### src/sv/bel_pkg.sv
// Shared types, constants and helpers for the explicit bidi level resolver.
`default_nettype none

package bel_pkg;

	// Deepest explicit level and status stack size (base entry included)
	localparam int MAX_LEVEL   = 125;
	localparam int STACK_DEPTH = MAX_LEVEL + 2;
	localparam int CNT_W       = $clog2(STACK_DEPTH + 1);
	localparam int ADDR_W      = $clog2(STACK_DEPTH);
	localparam int LVL_W       = 7;
	localparam int CAT_W       = 5;
	localparam int OVF_W       = 16;
	localparam int VISO_W      = 7;

	localparam logic [LVL_W:0]    MAX_LEVEL_N = (LVL_W + 1)'(MAX_LEVEL);
	localparam logic [CNT_W-1:0]  CNT_FULL    = CNT_W'(STACK_DEPTH);
	localparam logic [CNT_W-1:0]  CNT_ONE     = CNT_W'(1);
	localparam logic [OVF_W-1:0]  OVF_SAT     = '1;
	localparam logic [VISO_W-1:0] VISO_SAT    = '1;

	// Bidi class codes
	localparam logic [CAT_W-1:0] CAT_L   = 5'd0;
	localparam logic [CAT_W-1:0] CAT_R   = 5'd1;
	localparam logic [CAT_W-1:0] CAT_BN  = 5'd9;
	localparam logic [CAT_W-1:0] CAT_B   = 5'd10;
	localparam logic [CAT_W-1:0] CAT_LRE = 5'd14;
	localparam logic [CAT_W-1:0] CAT_LRO = 5'd15;
	localparam logic [CAT_W-1:0] CAT_RLE = 5'd16;
	localparam logic [CAT_W-1:0] CAT_RLO = 5'd17;
	localparam logic [CAT_W-1:0] CAT_PDF = 5'd18;
	localparam logic [CAT_W-1:0] CAT_LRI = 5'd19;
	localparam logic [CAT_W-1:0] CAT_RLI = 5'd20;
	localparam logic [CAT_W-1:0] CAT_FSI = 5'd21;
	localparam logic [CAT_W-1:0] CAT_PDI = 5'd22;

	// Override status codes
	localparam logic [1:0] OVR_NONE = 2'd0;
	localparam logic [1:0] OVR_LTR  = 2'd1;
	localparam logic [1:0] OVR_RTL  = 2'd2;

	// Register indexes
	localparam logic REG_PARA_LEVEL = 1'b0;
	localparam logic REG_NEWER      = 1'b1;
	localparam int   PADDR_W        = 3;

	typedef struct packed {
		logic [CAT_W-1:0] category;
		logic             fsi_is_rtl;
		logic             starts_paragraph;
	} in_t;

	typedef struct packed {
		logic [LVL_W-1:0] level;
		logic             level_assigned;
		logic [CAT_W-1:0] category_out;
	} out_t;

	// Status stack entry: isolate flag, override, level
	typedef struct packed {
		logic             iso;
		logic [1:0]       ovr;
		logic [LVL_W-1:0] level;
	} entry_t;

	typedef struct packed {
		logic paragraph_level;
		logic newer_rules;
	} cfg_t;

	// Controller to datapath
	typedef struct packed {
		logic load;       // take input transaction, start top-of-stack read
		logic rd;         // read top of stack
		logic commit;     // apply item and load result
		logic pdi_begin;  // PDI that unwinds the stack
		logic scan_pop;   // drop a non-isolate entry
		logic scan_last;  // drop the isolate entry and close the isolate
		logic pdi_emit;   // load PDI result after unwinding
	} cmd_t;

	// Datapath to controller
	typedef struct packed {
		logic pdi_pop;
		logic scan_more;
		logic out_free;
	} sts_t;

	typedef enum logic [2:0] {
		ST_IDLE,
		ST_EXEC,
		ST_SCAN,
		ST_SCAN_RD,
		ST_FIN_RD,
		ST_FIN
	} state_t;

	// Next odd or even level above lvl
	function automatic logic [LVL_W:0] next_level(input logic [LVL_W-1:0] lvl,
			input logic odd);
		logic [LVL_W:0] n;
		if (odd) begin
			n = ({1'b0, lvl} + (LVL_W + 1)'(1)) | (LVL_W + 1)'(1);
		end else begin
			n = ({1'b0, lvl} + (LVL_W + 1)'(2)) & ~(LVL_W + 1)'(1);
		end
		return n;
	endfunction

	// Override rewriting of a class
	function automatic logic [CAT_W-1:0] rewrite(input logic [CAT_W-1:0] cat,
			input logic [1:0] ovr);
		logic [CAT_W-1:0] r;
		r = cat;
		if (ovr == OVR_LTR) begin
			r = CAT_L;
		end else if (ovr == OVR_RTL) begin
			r = CAT_R;
		end
		return r;
	endfunction

endpackage

`default_nettype wire

### src/sv/bel_ram.sv
// Generic single write port, single read port RAM with registered read.
`default_nettype none

module bel_ram #(
	parameter int WIDTH = 8,
	parameter int DEPTH = 16
) (
	input  wire logic                     clk,
	input  wire logic                     wr_en,
	input  wire logic [$clog2(DEPTH)-1:0] wr_addr,
	input  wire logic [WIDTH-1:0]         wr_data,
	input  wire logic                     rd_en,
	input  wire logic [$clog2(DEPTH)-1:0] rd_addr,
	output logic      [WIDTH-1:0]         rd_data
);

	logic [WIDTH-1:0] mem [DEPTH];

	always_ff @(posedge clk) begin
		if (wr_en) begin
			mem[wr_addr] <= wr_data;
		end
		if (rd_en) begin
			rd_data <= mem[rd_addr];
		end
	end

endmodule

`default_nettype wire

### src/sv/bel_regs.sv
// APB configuration registers of the explicit bidi level resolver.
`default_nettype none

module bel_regs import bel_pkg::*; (
	input  wire logic               clk,
	input  wire logic               arst_n,
	input  wire logic               psel,
	input  wire logic               penable,
	input  wire logic               pwrite,
	input  wire logic [PADDR_W-1:0] paddr,
	input  wire logic [31:0]        pwdata,
	output logic      [31:0]        prdata,
	output logic                    pready,
	output cfg_t                    cfg
);

	logic para_level_q;
	logic newer_q;
	logic wr_stb;
	logic reg_idx;

	assign pready  = 1'b1;
	assign wr_stb  = psel && penable && pwrite && pready;
	assign reg_idx = paddr[2];

	// Register writes
	always_ff @(posedge clk or negedge arst_n) begin
		if (!arst_n) begin
			para_level_q <= 1'b0;
			newer_q      <= 1'b1;
		end else if (wr_stb) begin
			unique case (reg_idx)
				REG_PARA_LEVEL: para_level_q <= pwdata[0];
				REG_NEWER:      newer_q      <= pwdata[0];
				default:        ;
			endcase
		end
	end

	// Read mux
	always_comb begin
		prdata = '0;
		unique case (reg_idx)
			REG_PARA_LEVEL: prdata[0] = para_level_q;
			REG_NEWER:      prdata[0] = newer_q;
			default:        prdata    = '0;
		endcase
	end

	assign cfg.paragraph_level = para_level_q;
	assign cfg.newer_rules     = newer_q;

endmodule

`default_nettype wire

### src/sv/bel_ctrl.sv
// Sequencer for the explicit bidi level resolver.
`default_nettype none

module bel_ctrl import bel_pkg::*; (
	input  wire logic clk,
	input  wire logic arst_n,
	input  wire logic in_valid,
	output logic      in_ready,
	input  wire sts_t sts,
	output cmd_t      cmd
);

	state_t state_q;
	state_t state_d;

	always_ff @(posedge clk or negedge arst_n) begin
		if (!arst_n) begin
			state_q <= ST_IDLE;
		end else begin
			state_q <= state_d;
		end
	end

	// Next state and commands
	always_comb begin
		state_d  = state_q;
		cmd      = '0;
		in_ready = 1'b0;
		unique case (state_q)
			ST_IDLE: begin
				in_ready = 1'b1;
				if (in_valid) begin
					cmd.load = 1'b1;
					cmd.rd   = 1'b1;
					state_d  = ST_EXEC;
				end
			end
			ST_EXEC: begin
				if (sts.pdi_pop) begin
					cmd.pdi_begin = 1'b1;
					state_d       = ST_SCAN;
				end else if (sts.out_free) begin
					cmd.commit = 1'b1;
					state_d    = ST_IDLE;
				end
			end
			ST_SCAN: begin
				if (sts.scan_more) begin
					cmd.scan_pop = 1'b1;
					state_d      = ST_SCAN_RD;
				end else begin
					cmd.scan_last = 1'b1;
					state_d       = ST_FIN_RD;
				end
			end
			ST_SCAN_RD: begin
				cmd.rd  = 1'b1;
				state_d = ST_SCAN;
			end
			ST_FIN_RD: begin
				cmd.rd  = 1'b1;
				state_d = ST_FIN;
			end
			ST_FIN: begin
				if (sts.out_free) begin
					cmd.pdi_emit = 1'b1;
					state_d      = ST_IDLE;
				end
			end
			default: state_d = ST_IDLE;
		endcase
	end

	// A fresh transaction always gets its top-of-stack read next
	assert property (@(posedge clk) disable iff (!arst_n)
		in_valid && in_ready |=> state_q == ST_EXEC)
		else $error("accepted transaction did not reach execute");

	// Unwinding always ends with a read before the result goes out
	assert property (@(posedge clk) disable iff (!arst_n)
		state_q == ST_FIN |-> $past(state_q) == ST_FIN_RD || $past(state_q) == ST_FIN)
		else $error("PDI result without fresh top of stack");

endmodule

`default_nettype wire

### src/sv/bel_dp.sv
// Datapath: status stack, counters, X1-X8 rules and result register.
`default_nettype none

module bel_dp import bel_pkg::*; (
	input  wire logic clk,
	input  wire logic arst_n,
	input  wire cfg_t cfg,
	input  wire in_t  in_data,
	input  wire cmd_t cmd,
	output sts_t      sts,
	output logic      out_valid,
	input  wire logic out_ready,
	output out_t      out_data
);

	in_t               in_q;
	out_t              out_q;
	logic              out_valid_q;
	logic [CNT_W-1:0]  count_q, count_d;
	logic [OVF_W-1:0]  ovf_iso_q, ovf_iso_d;
	logic [OVF_W-1:0]  ovf_emb_q, ovf_emb_d;
	logic [VISO_W-1:0] viso_q, viso_d;

	logic              wr_en;
	entry_t            wr_ent;
	logic [9:0]        rd_raw;
	entry_t            top;
	entry_t            base;
	out_t              res;
	logic [LVL_W:0]    nlvl;
	logic              odd;
	logic              push_ok;
	logic              above_base;

	// Status stack storage, entry 0 is the implicit base
	bel_ram #(
		.WIDTH($bits(entry_t)),
		.DEPTH(STACK_DEPTH)
	) u_stack (
		.clk    (clk),
		.wr_en  (wr_en),
		.wr_addr(ADDR_W'(count_q)),
		.wr_data(wr_ent),
		.rd_en  (cmd.rd),
		.rd_addr(ADDR_W'(count_q - CNT_ONE)),
		.rd_data(rd_raw)
	);

	assign base.iso   = 1'b0;
	assign base.ovr   = OVR_NONE;
	assign base.level = LVL_W'(cfg.paragraph_level);

	assign above_base = count_q > CNT_ONE;
	assign top        = above_base ? entry_t'(rd_raw) : base;

	// Push candidate for embeddings and isolates
	always_comb begin
		odd = 1'b0;
		if (in_q.category == CAT_RLE || in_q.category == CAT_RLO ||
				in_q.category == CAT_RLI) begin
			odd = 1'b1;
		end else if (in_q.category == CAT_FSI) begin
			odd = in_q.fsi_is_rtl;
		end
	end

	assign nlvl    = next_level(top.level, odd);
	assign push_ok = nlvl <= MAX_LEVEL_N && ovf_iso_q == '0 && ovf_emb_q == '0 &&
		count_q < CNT_FULL;

	// Result and state update per class
	always_comb begin
		res.level          = '0;
		res.level_assigned = 1'b1;
		res.category_out   = in_q.category;
		count_d            = count_q;
		ovf_iso_d          = ovf_iso_q;
		ovf_emb_d          = ovf_emb_q;
		viso_d             = viso_q;
		wr_en              = 1'b0;
		wr_ent.level       = nlvl[LVL_W-1:0];
		wr_ent.ovr         = OVR_NONE;
		wr_ent.iso         = 1'b0;

		unique case (in_q.category)
			CAT_LRE, CAT_LRO, CAT_RLE, CAT_RLO: begin
				res.level_assigned = 1'b0;
				if (in_q.category == CAT_RLO) begin
					wr_ent.ovr = OVR_RTL;
				end else if (in_q.category == CAT_LRO) begin
					wr_ent.ovr = OVR_LTR;
				end
				if (push_ok) begin
					wr_en   = cmd.commit;
					count_d = count_q + CNT_ONE;
				end else if (ovf_iso_q == '0 && ovf_emb_q != OVF_SAT) begin
					ovf_emb_d = ovf_emb_q + OVF_W'(1);
				end
			end
			CAT_LRI, CAT_RLI, CAT_FSI: begin
				res.level  = top.level;
				wr_ent.iso = 1'b1;
				if (cfg.newer_rules) begin
					res.category_out = rewrite(in_q.category, top.ovr);
				end
				if (push_ok) begin
					wr_en   = cmd.commit;
					count_d = count_q + CNT_ONE;
					if (viso_q != VISO_SAT) begin
						viso_d = viso_q + VISO_W'(1);
					end
				end else if (ovf_iso_q != OVF_SAT) begin
					ovf_iso_d = ovf_iso_q + OVF_W'(1);
				end
			end
			CAT_PDI: begin
				// Matched isolates unwind through the scan states instead
				res.level = top.level;
				if (cfg.newer_rules) begin
					res.category_out = rewrite(in_q.category, top.ovr);
				end
				if (ovf_iso_q != '0) begin
					ovf_iso_d = ovf_iso_q - OVF_W'(1);
				end
			end
			CAT_PDF: begin
				res.level_assigned = 1'b0;
				if (ovf_iso_q != '0) begin
					ovf_iso_d = ovf_iso_q;
				end else if (ovf_emb_q != '0) begin
					ovf_emb_d = ovf_emb_q - OVF_W'(1);
				end else if (!top.iso && above_base) begin
					count_d = count_q - CNT_ONE;
				end
			end
			CAT_BN: begin
				res.level_assigned = 1'b0;
			end
			CAT_B: begin
				res.level = LVL_W'(cfg.paragraph_level);
			end
			default: begin
				res.level        = top.level;
				res.category_out = rewrite(in_q.category, top.ovr);
			end
		endcase
	end

	// Control state: stack pointer and counters
	always_ff @(posedge clk or negedge arst_n) begin
		if (!arst_n) begin
			count_q     <= CNT_ONE;
			ovf_iso_q   <= '0;
			ovf_emb_q   <= '0;
			viso_q      <= '0;
			out_valid_q <= 1'b0;
		end else begin
			if (cmd.load && in_data.starts_paragraph) begin
				count_q   <= CNT_ONE;
				ovf_iso_q <= '0;
				ovf_emb_q <= '0;
				viso_q    <= '0;
			end else if (cmd.commit) begin
				count_q   <= count_d;
				ovf_iso_q <= ovf_iso_d;
				ovf_emb_q <= ovf_emb_d;
				viso_q    <= viso_d;
			end else if (cmd.pdi_begin) begin
				ovf_emb_q <= '0;
			end else if (cmd.scan_pop) begin
				count_q <= count_q - CNT_ONE;
			end else if (cmd.scan_last) begin
				if (above_base) begin
					count_q <= count_q - CNT_ONE;
				end
				viso_q <= viso_q - VISO_W'(1);
			end

			if (cmd.commit || cmd.pdi_emit) begin
				out_valid_q <= 1'b1;
			end else if (out_ready) begin
				out_valid_q <= 1'b0;
			end
		end
	end

	// Payload registers
	always_ff @(posedge clk) begin
		if (cmd.load) begin
			in_q <= in_data;
		end
		if (cmd.commit || cmd.pdi_emit) begin
			out_q <= res;
		end
	end

	assign sts.pdi_pop   = in_q.category == CAT_PDI && ovf_iso_q == '0 && viso_q != '0;
	assign sts.scan_more = above_base && !top.iso;
	assign sts.out_free  = !out_valid_q || out_ready;

	assign out_valid = out_valid_q;
	assign out_data  = out_q;

	// Stack pointer stays within base entry and full depth
	assert property (@(posedge clk) disable iff (!arst_n)
		count_q != '0 && count_q <= CNT_FULL)
		else $error("stack pointer out of range");

	// Pushes never land past the last stack slot
	assert property (@(posedge clk) disable iff (!arst_n)
		wr_en |-> count_q < CNT_FULL)
		else $error("push into full stack");

	// A result is loaded only when the output register is free
	assert property (@(posedge clk) disable iff (!arst_n)
		(cmd.commit || cmd.pdi_emit) |-> (!out_valid_q || out_ready))
		else $error("result overwrote pending transaction");

	// Unwinding only removes entries above the base
	assert property (@(posedge clk) disable iff (!arst_n)
		cmd.scan_pop |-> count_q > CNT_ONE && viso_q != '0)
		else $error("PDI unwind past base entry");

endmodule

`default_nettype wire

### src/sv/bidi_explicit_level_resolver.sv
// Top level of the explicit bidi level resolver (rules X1 to X8).
//
// Channel   Direction  Handshake          Payload
// in        input      in_valid/in_ready  in_t: category, fsi_is_rtl, starts_paragraph
// out       output     out_valid/out_ready out_t: level, level_assigned, category_out
// cfg       APB        psel/penable/pready paragraph_level at 0x0, newer_rules at 0x4
//
// Most classes take a top-of-stack read from the stack RAM, then a step that
// applies the rule and loads the result register.
// A PDI closing a valid isolate removes stack entries one at a time, and each
// removal needs a fresh read through the single RAM read port.
// Reset clears the stack to its base entry and all counters; no clearing pass.
// A stalled result holds in the output register; the next transaction is taken
// meanwhile and waits in execute, or after unwinding for a PDI, until the register frees.
`default_nettype none

module bidi_explicit_level_resolver import bel_pkg::*; (
	input  wire logic               clk,
	input  wire logic               arst_n,
	input  wire logic               in_valid,
	output logic                    in_ready,
	input  wire in_t                in_data,
	output logic                    out_valid,
	input  wire logic               out_ready,
	output out_t                    out_data,
	input  wire logic               psel,
	input  wire logic               penable,
	input  wire logic               pwrite,
	input  wire logic [PADDR_W-1:0] paddr,
	input  wire logic [31:0]        pwdata,
	output logic      [31:0]        prdata,
	output logic                    pready
);

	cfg_t cfg;
	cmd_t cmd;
	sts_t sts;

	bel_regs u_regs (
		.clk    (clk),
		.arst_n (arst_n),
		.psel   (psel),
		.penable(penable),
		.pwrite (pwrite),
		.paddr  (paddr),
		.pwdata (pwdata),
		.prdata (prdata),
		.pready (pready),
		.cfg    (cfg)
	);

	bel_ctrl u_ctrl (
		.clk     (clk),
		.arst_n  (arst_n),
		.in_valid(in_valid),
		.in_ready(in_ready),
		.sts     (sts),
		.cmd     (cmd)
	);

	bel_dp u_dp (
		.clk      (clk),
		.arst_n   (arst_n),
		.cfg      (cfg),
		.in_data  (in_data),
		.cmd      (cmd),
		.sts      (sts),
		.out_valid(out_valid),
		.out_ready(out_ready),
		.out_data (out_data)
	);

endmodule

`default_nettype wire
### config.mk
export PLATFORM = sky130hd
export DESIGN_NAME = bidi_explicit_level_resolver
export DESIGN_NICKNAME = d
export VERILOG_FILES = /design/src/sv/bel_pkg.sv /design/src/sv/bel_ram.sv /design/src/sv/bel_regs.sv /design/src/sv/bel_ctrl.sv /design/src/sv/bel_dp.sv /design/src/sv/bidi_explicit_level_resolver.sv
export SDC_FILE = /design/constraint.sdc
export NUM_CORES = 2
export LEC_CHECK = 0
export ABC_CLOCK_PERIOD_IN_PS = 8700
export BUFFER_PORTS_ARGS = -buffer_cell sky130_fd_sc_hd__buf_2
export CORE_MARGIN = 4
export CORE_UTILIZATION = 56
export CTS_BUF_LIST = sky130_fd_sc_hd__clkbuf_16
export DETAILED_ROUTE_END_ITERATION = 10
export PLACE_DENSITY = 0.73
export SLEW_MARGIN = 10
export SYNTH_ARGS = -nofsm -noshare
export SYNTH_HDL_FRONTEND = slang
export SYNTH_SLANG_ARGS = --single-unit
### constraint.sdc
create_clock -name clk -period 8.7 [get_ports clk]
set_clock_uncertainty 0.05 [all_clocks]
set_input_delay 0.435 -clock clk [delete_from_list [all_inputs] [get_ports clk]]
set_output_delay 0.435 -clock clk [all_outputs]
set_load 0.02 [all_outputs]
==> key figures <==
Status
  • Status: finished, final reports clean

Logic synthesis
  • Synth Area per Inst: between 20 and 25 um^2
  • Synth Flop Type: edfxtp_1
  • Yosys synthesis warning count: 0
  • EDFF count, synth: 1299
  • Cells after Synth: 2660
  • Seq/Total Area, Yosys: 0.735
  • FFs w/ async S/R, synth: 0.0385
  • Library cells used by synthesis: 76
  • Post-Syn Area: about 55000 um^2
  • Register bit total from synthesis: 1351

Worst setup path
  • CP required: 8.99 ns
  • Reg2reg start: u_dp.count_q[0]
  • R2R cell count: 13
  • FF-to-FF End: u_dp.u_stack.mem[14][5]
  • CP max FO: 46
  • Startpoint Class: register
  • Crit. End Element: register
  • Worst setup path class: reg2reg
  • R2r setup slk: 2.00 ns
  • WP data arrival: 6.99 ns

Power and ir drop
  • Leak: 19.6 nW
  • Clock Power Share: 0.244
  • Sequential Power Share: 0.387
  • Switching Share: 0.335
  • Combinational Power Share: 0.369
  • Pint: 15.0 mW
  • VDD IR max: 441 uV
  • P_sw: between 7 and 8 mW
  • Pwr/cell area: 371 nW/um^2

CTS
  • Clk root buf: clkbuf_16
  • Post-CTS Hold Fix Bufs: 9
  • CTS tree: yes
  • Resized cells post-CTS: 0
  • Clock slew at reported path FFs: 0.07 ns
  • CTS Buf Count: 134
  • Htree depth: 4
  • Max clock buf depth: 3
  • Clk sinks: 1351
  • Worst skew pair latency: ~0.73 ns
  • Post-CTS Setup Inserts: 0

Min path
  • Hold Crit Class: in2reg
  • Hold path endpoint: u_regs.para_level_q
  • Hold_sp: paddr[2]
  • Hold path cells: 3

STA
  • Max Freq: 149 MHz
  • Setup TNS: 0 ns
  • Slew Viols, Final: 0
  • Period utilization: 0.771
  • Final hold violation count: 0
  • Final worst slack: 2.00 ns
  • Worst-margin pin slew: 1.15 ns
  • Unrepaired setup endpoints after global routing: false
  • Minimum clock period: 6.70 ns
  • Slew HR: 0.231
  • Setup violators final: 0

Global routing
  • Initial antenna violation count: 6
  • First-pass GRT wire length: 183000 um
  • Pin count of the biggest net entering global routing: between 100 and 150
  • Vias in the first global route: 27300
  • Total track usage: 0.241
  • Total gr overflow: 0

Final layout
  • Share of cells above drive strength 1: 0.251
  • Commonest cells after routing, fill and taps aside: edfxtp_1 (1299), mux4_2 (410), nor2_1 (192), clkbuf_16 (138), nand2_1 (67)
  • Area delta synth->final: 10.6%
  • Commonest non-fill, non-tap cell in the layout: edfxtp_1
  • NumNets Final: between 2000 and 3000
  • Fin util: 0.626

Routing
  • Router iterations before antenna repair: 6
  • Overall routed net length: roughly 120000 um
  • Vias per cell: 6.55
  • DRC Markers: 0
  • Final ANT Viol Nets: 0
  • Initial drt markers: 3345
  • WL per Instance: 29.5 um
  • Routed via count: 27000

Die
  • Row Count: 114
  • Die area: 103000 um^2
  • Core box area: 96900 um^2
  • Initial Utilization: 0.566
  • DIE WIDTH: 321 um
  • Io pins: 97
  • Die height: 321 um

Placed design
  • Port bufs: 31
  • Pre-CTS WS: 2.10 ns
  • Post-DP HPWL: between 70000 and 80000 um
  • RD Place Congestion: 0.826

Job
  • Max_cap viols: 0
[critical path: stages, from the launching register on]
cell      delay, ns
dfstp_4        1.13
ha_1           0.25
o21ba_2        0.18
o31ai_1        0.58
inv_1          0.26
ha_1           0.30
o311ai_0       0.45
a21oi_2        0.11
nand3b_1       0.22
a211oi_1       0.18
nor4_4         0.56
nand3_1        0.73
buf_4          0.49
nor2_1         0.80
[how the worst max path moves through the flow]
stage | startpoint | end | slack [ns] | depth (start not counted)
6_report | u_dp.count_q[0] | u_dp.u_stack.mem[14][5] | 2.00 | 13
5_1_grt | u_dp.count_q[0] | u_dp.u_stack.mem[14][5] | 1.55 | 13
4_1_cts | u_dp.count_q[0] | u_dp.u_stack.mem[14][5] | 1.97 | 13
3_5_place_dp | u_dp.count_q[0] | u_dp.u_stack.mem[14][5] | 2.10 | 13
3_3_place_gp | u_dp.count_q[0] | u_dp.u_stack.mem[102][2] | 2.44 | 13
2_1_floorplan | u_dp.in_q[6] | u_dp.u_stack.mem[0][1] | 0.24 | 6
[synth_stat cells, types with 4 or more instances]
library cell  instances  area [um^2]
mux2i_1              26          260
a21oi_1              50          250
nor2b_1              13         81.3
nand2_1              68          255
or2_2                 4         25.0
o311ai_0              4         35.0
clkbuf_1            104          390
mux4_2              410         9230
o31ai_1               8         60.1
nand4_1              14         87.6
nor3b_1               4         30.0
a2111o_1              4         45.0
nor4_1               11         68.8
buf_2                 5         25.0
inv_1                30          113
o21bai_1              5         37.5
mux2_2               26          293
xor2_1               17          149
or3_1                 6         37.5
and3_1                9         56.3
a21o_1               10         75.1
nand2b_1              5         31.3
nor3_1               21          105
ha_1                 38          475
a211oi_1              4         30.0
xnor2_1              21          184
nand3b_1              7         52.6
a31oi_1               5         31.3
nand3_1              26          130
and2_1                8         50.1
dfrtp_1              50         1250
o21ai_0              34          170
o211ai_1              7         52.6
edfxtp_1           1299        39000
buf_1                20         75.1
o21a_1                5         37.5
nor2_1              195          732
buf_4                32          240
[registers in the layout, indices dropped and copies added (netlist names)]
signal,count
u_ctrl.state_q,3
u_dp.count_q,7
u_dp.in_q,6
u_dp.out_data,13
u_dp.out_valid,1
u_dp.ovf_emb_q,16
u_dp.ovf_iso_q,16
u_dp.u_stack.mem,1270
u_dp.u_stack.rd_data,10
u_dp.viso_q,7
u_regs.newer_q,1
u_regs.para_level_q,1
[final cells by class]
type | instances | area (um^2)
clock inverter | 97 | 688
antenna | 2 | 5.00
inverter | 30 | 118
fill | 6305 | 36200
multi-input combinational | 1145 | 13900
clock buffer | 138 | 3450
sequential | 1351 | 40300
tap | 1276 | 1600
timing repair buffer | 78 | 593
[stage by stage]
step,hold WS (ns),total power [mW],instance area (um^2),instances
after global placement,0.443,16.9,56400,3870
final,0.0631,22.5,60700,4117
after floorplan,0.0894,14.3,54900,2690
after global routing,0.0684,23.3,60600,4115
after CTS,0.0281,22.6,60600,4114
after detailed placement,0.467,17.1,56400,3870
[routing by layer]
| metal | routed length (um) | GRT usage |
|---|---|---|
| met5 | 13 | 0 |
| met4 | 3220 | 0.0674 |
| met3 | 11400 | 0.0484 |
| met2 | 59200 | 0.383 |
| met1 | 47500 | 0.349 |
[kinds of logic after synthesis]
logic type,Yosys count,share of synthesized area
AO/OA/AOI/OAI,167,0.0203
flip-flops,1351,0.735
XOR/XNOR,38,0.00607
adder cells (fa/ha/maj),41,0.00977
buffers and inverters,194,0.0159
other,2,0.000137
multiplexers,462,0.178
AND/OR/NAND/NOR,405,0.0342
[power groups by stage]
stage	sequential (mW)	combinational (mW)	clock [mW]
after floorplan	8.91	5.41	0
after global placement	8.82	8.04	0
after detailed placement	8.83	8.26	0
after CTS	8.70	8.31	5.56
after global routing	8.72	8.73	5.86
final	8.70	8.29	5.49
No activity file was read; power rests on OpenSTA's default activity.
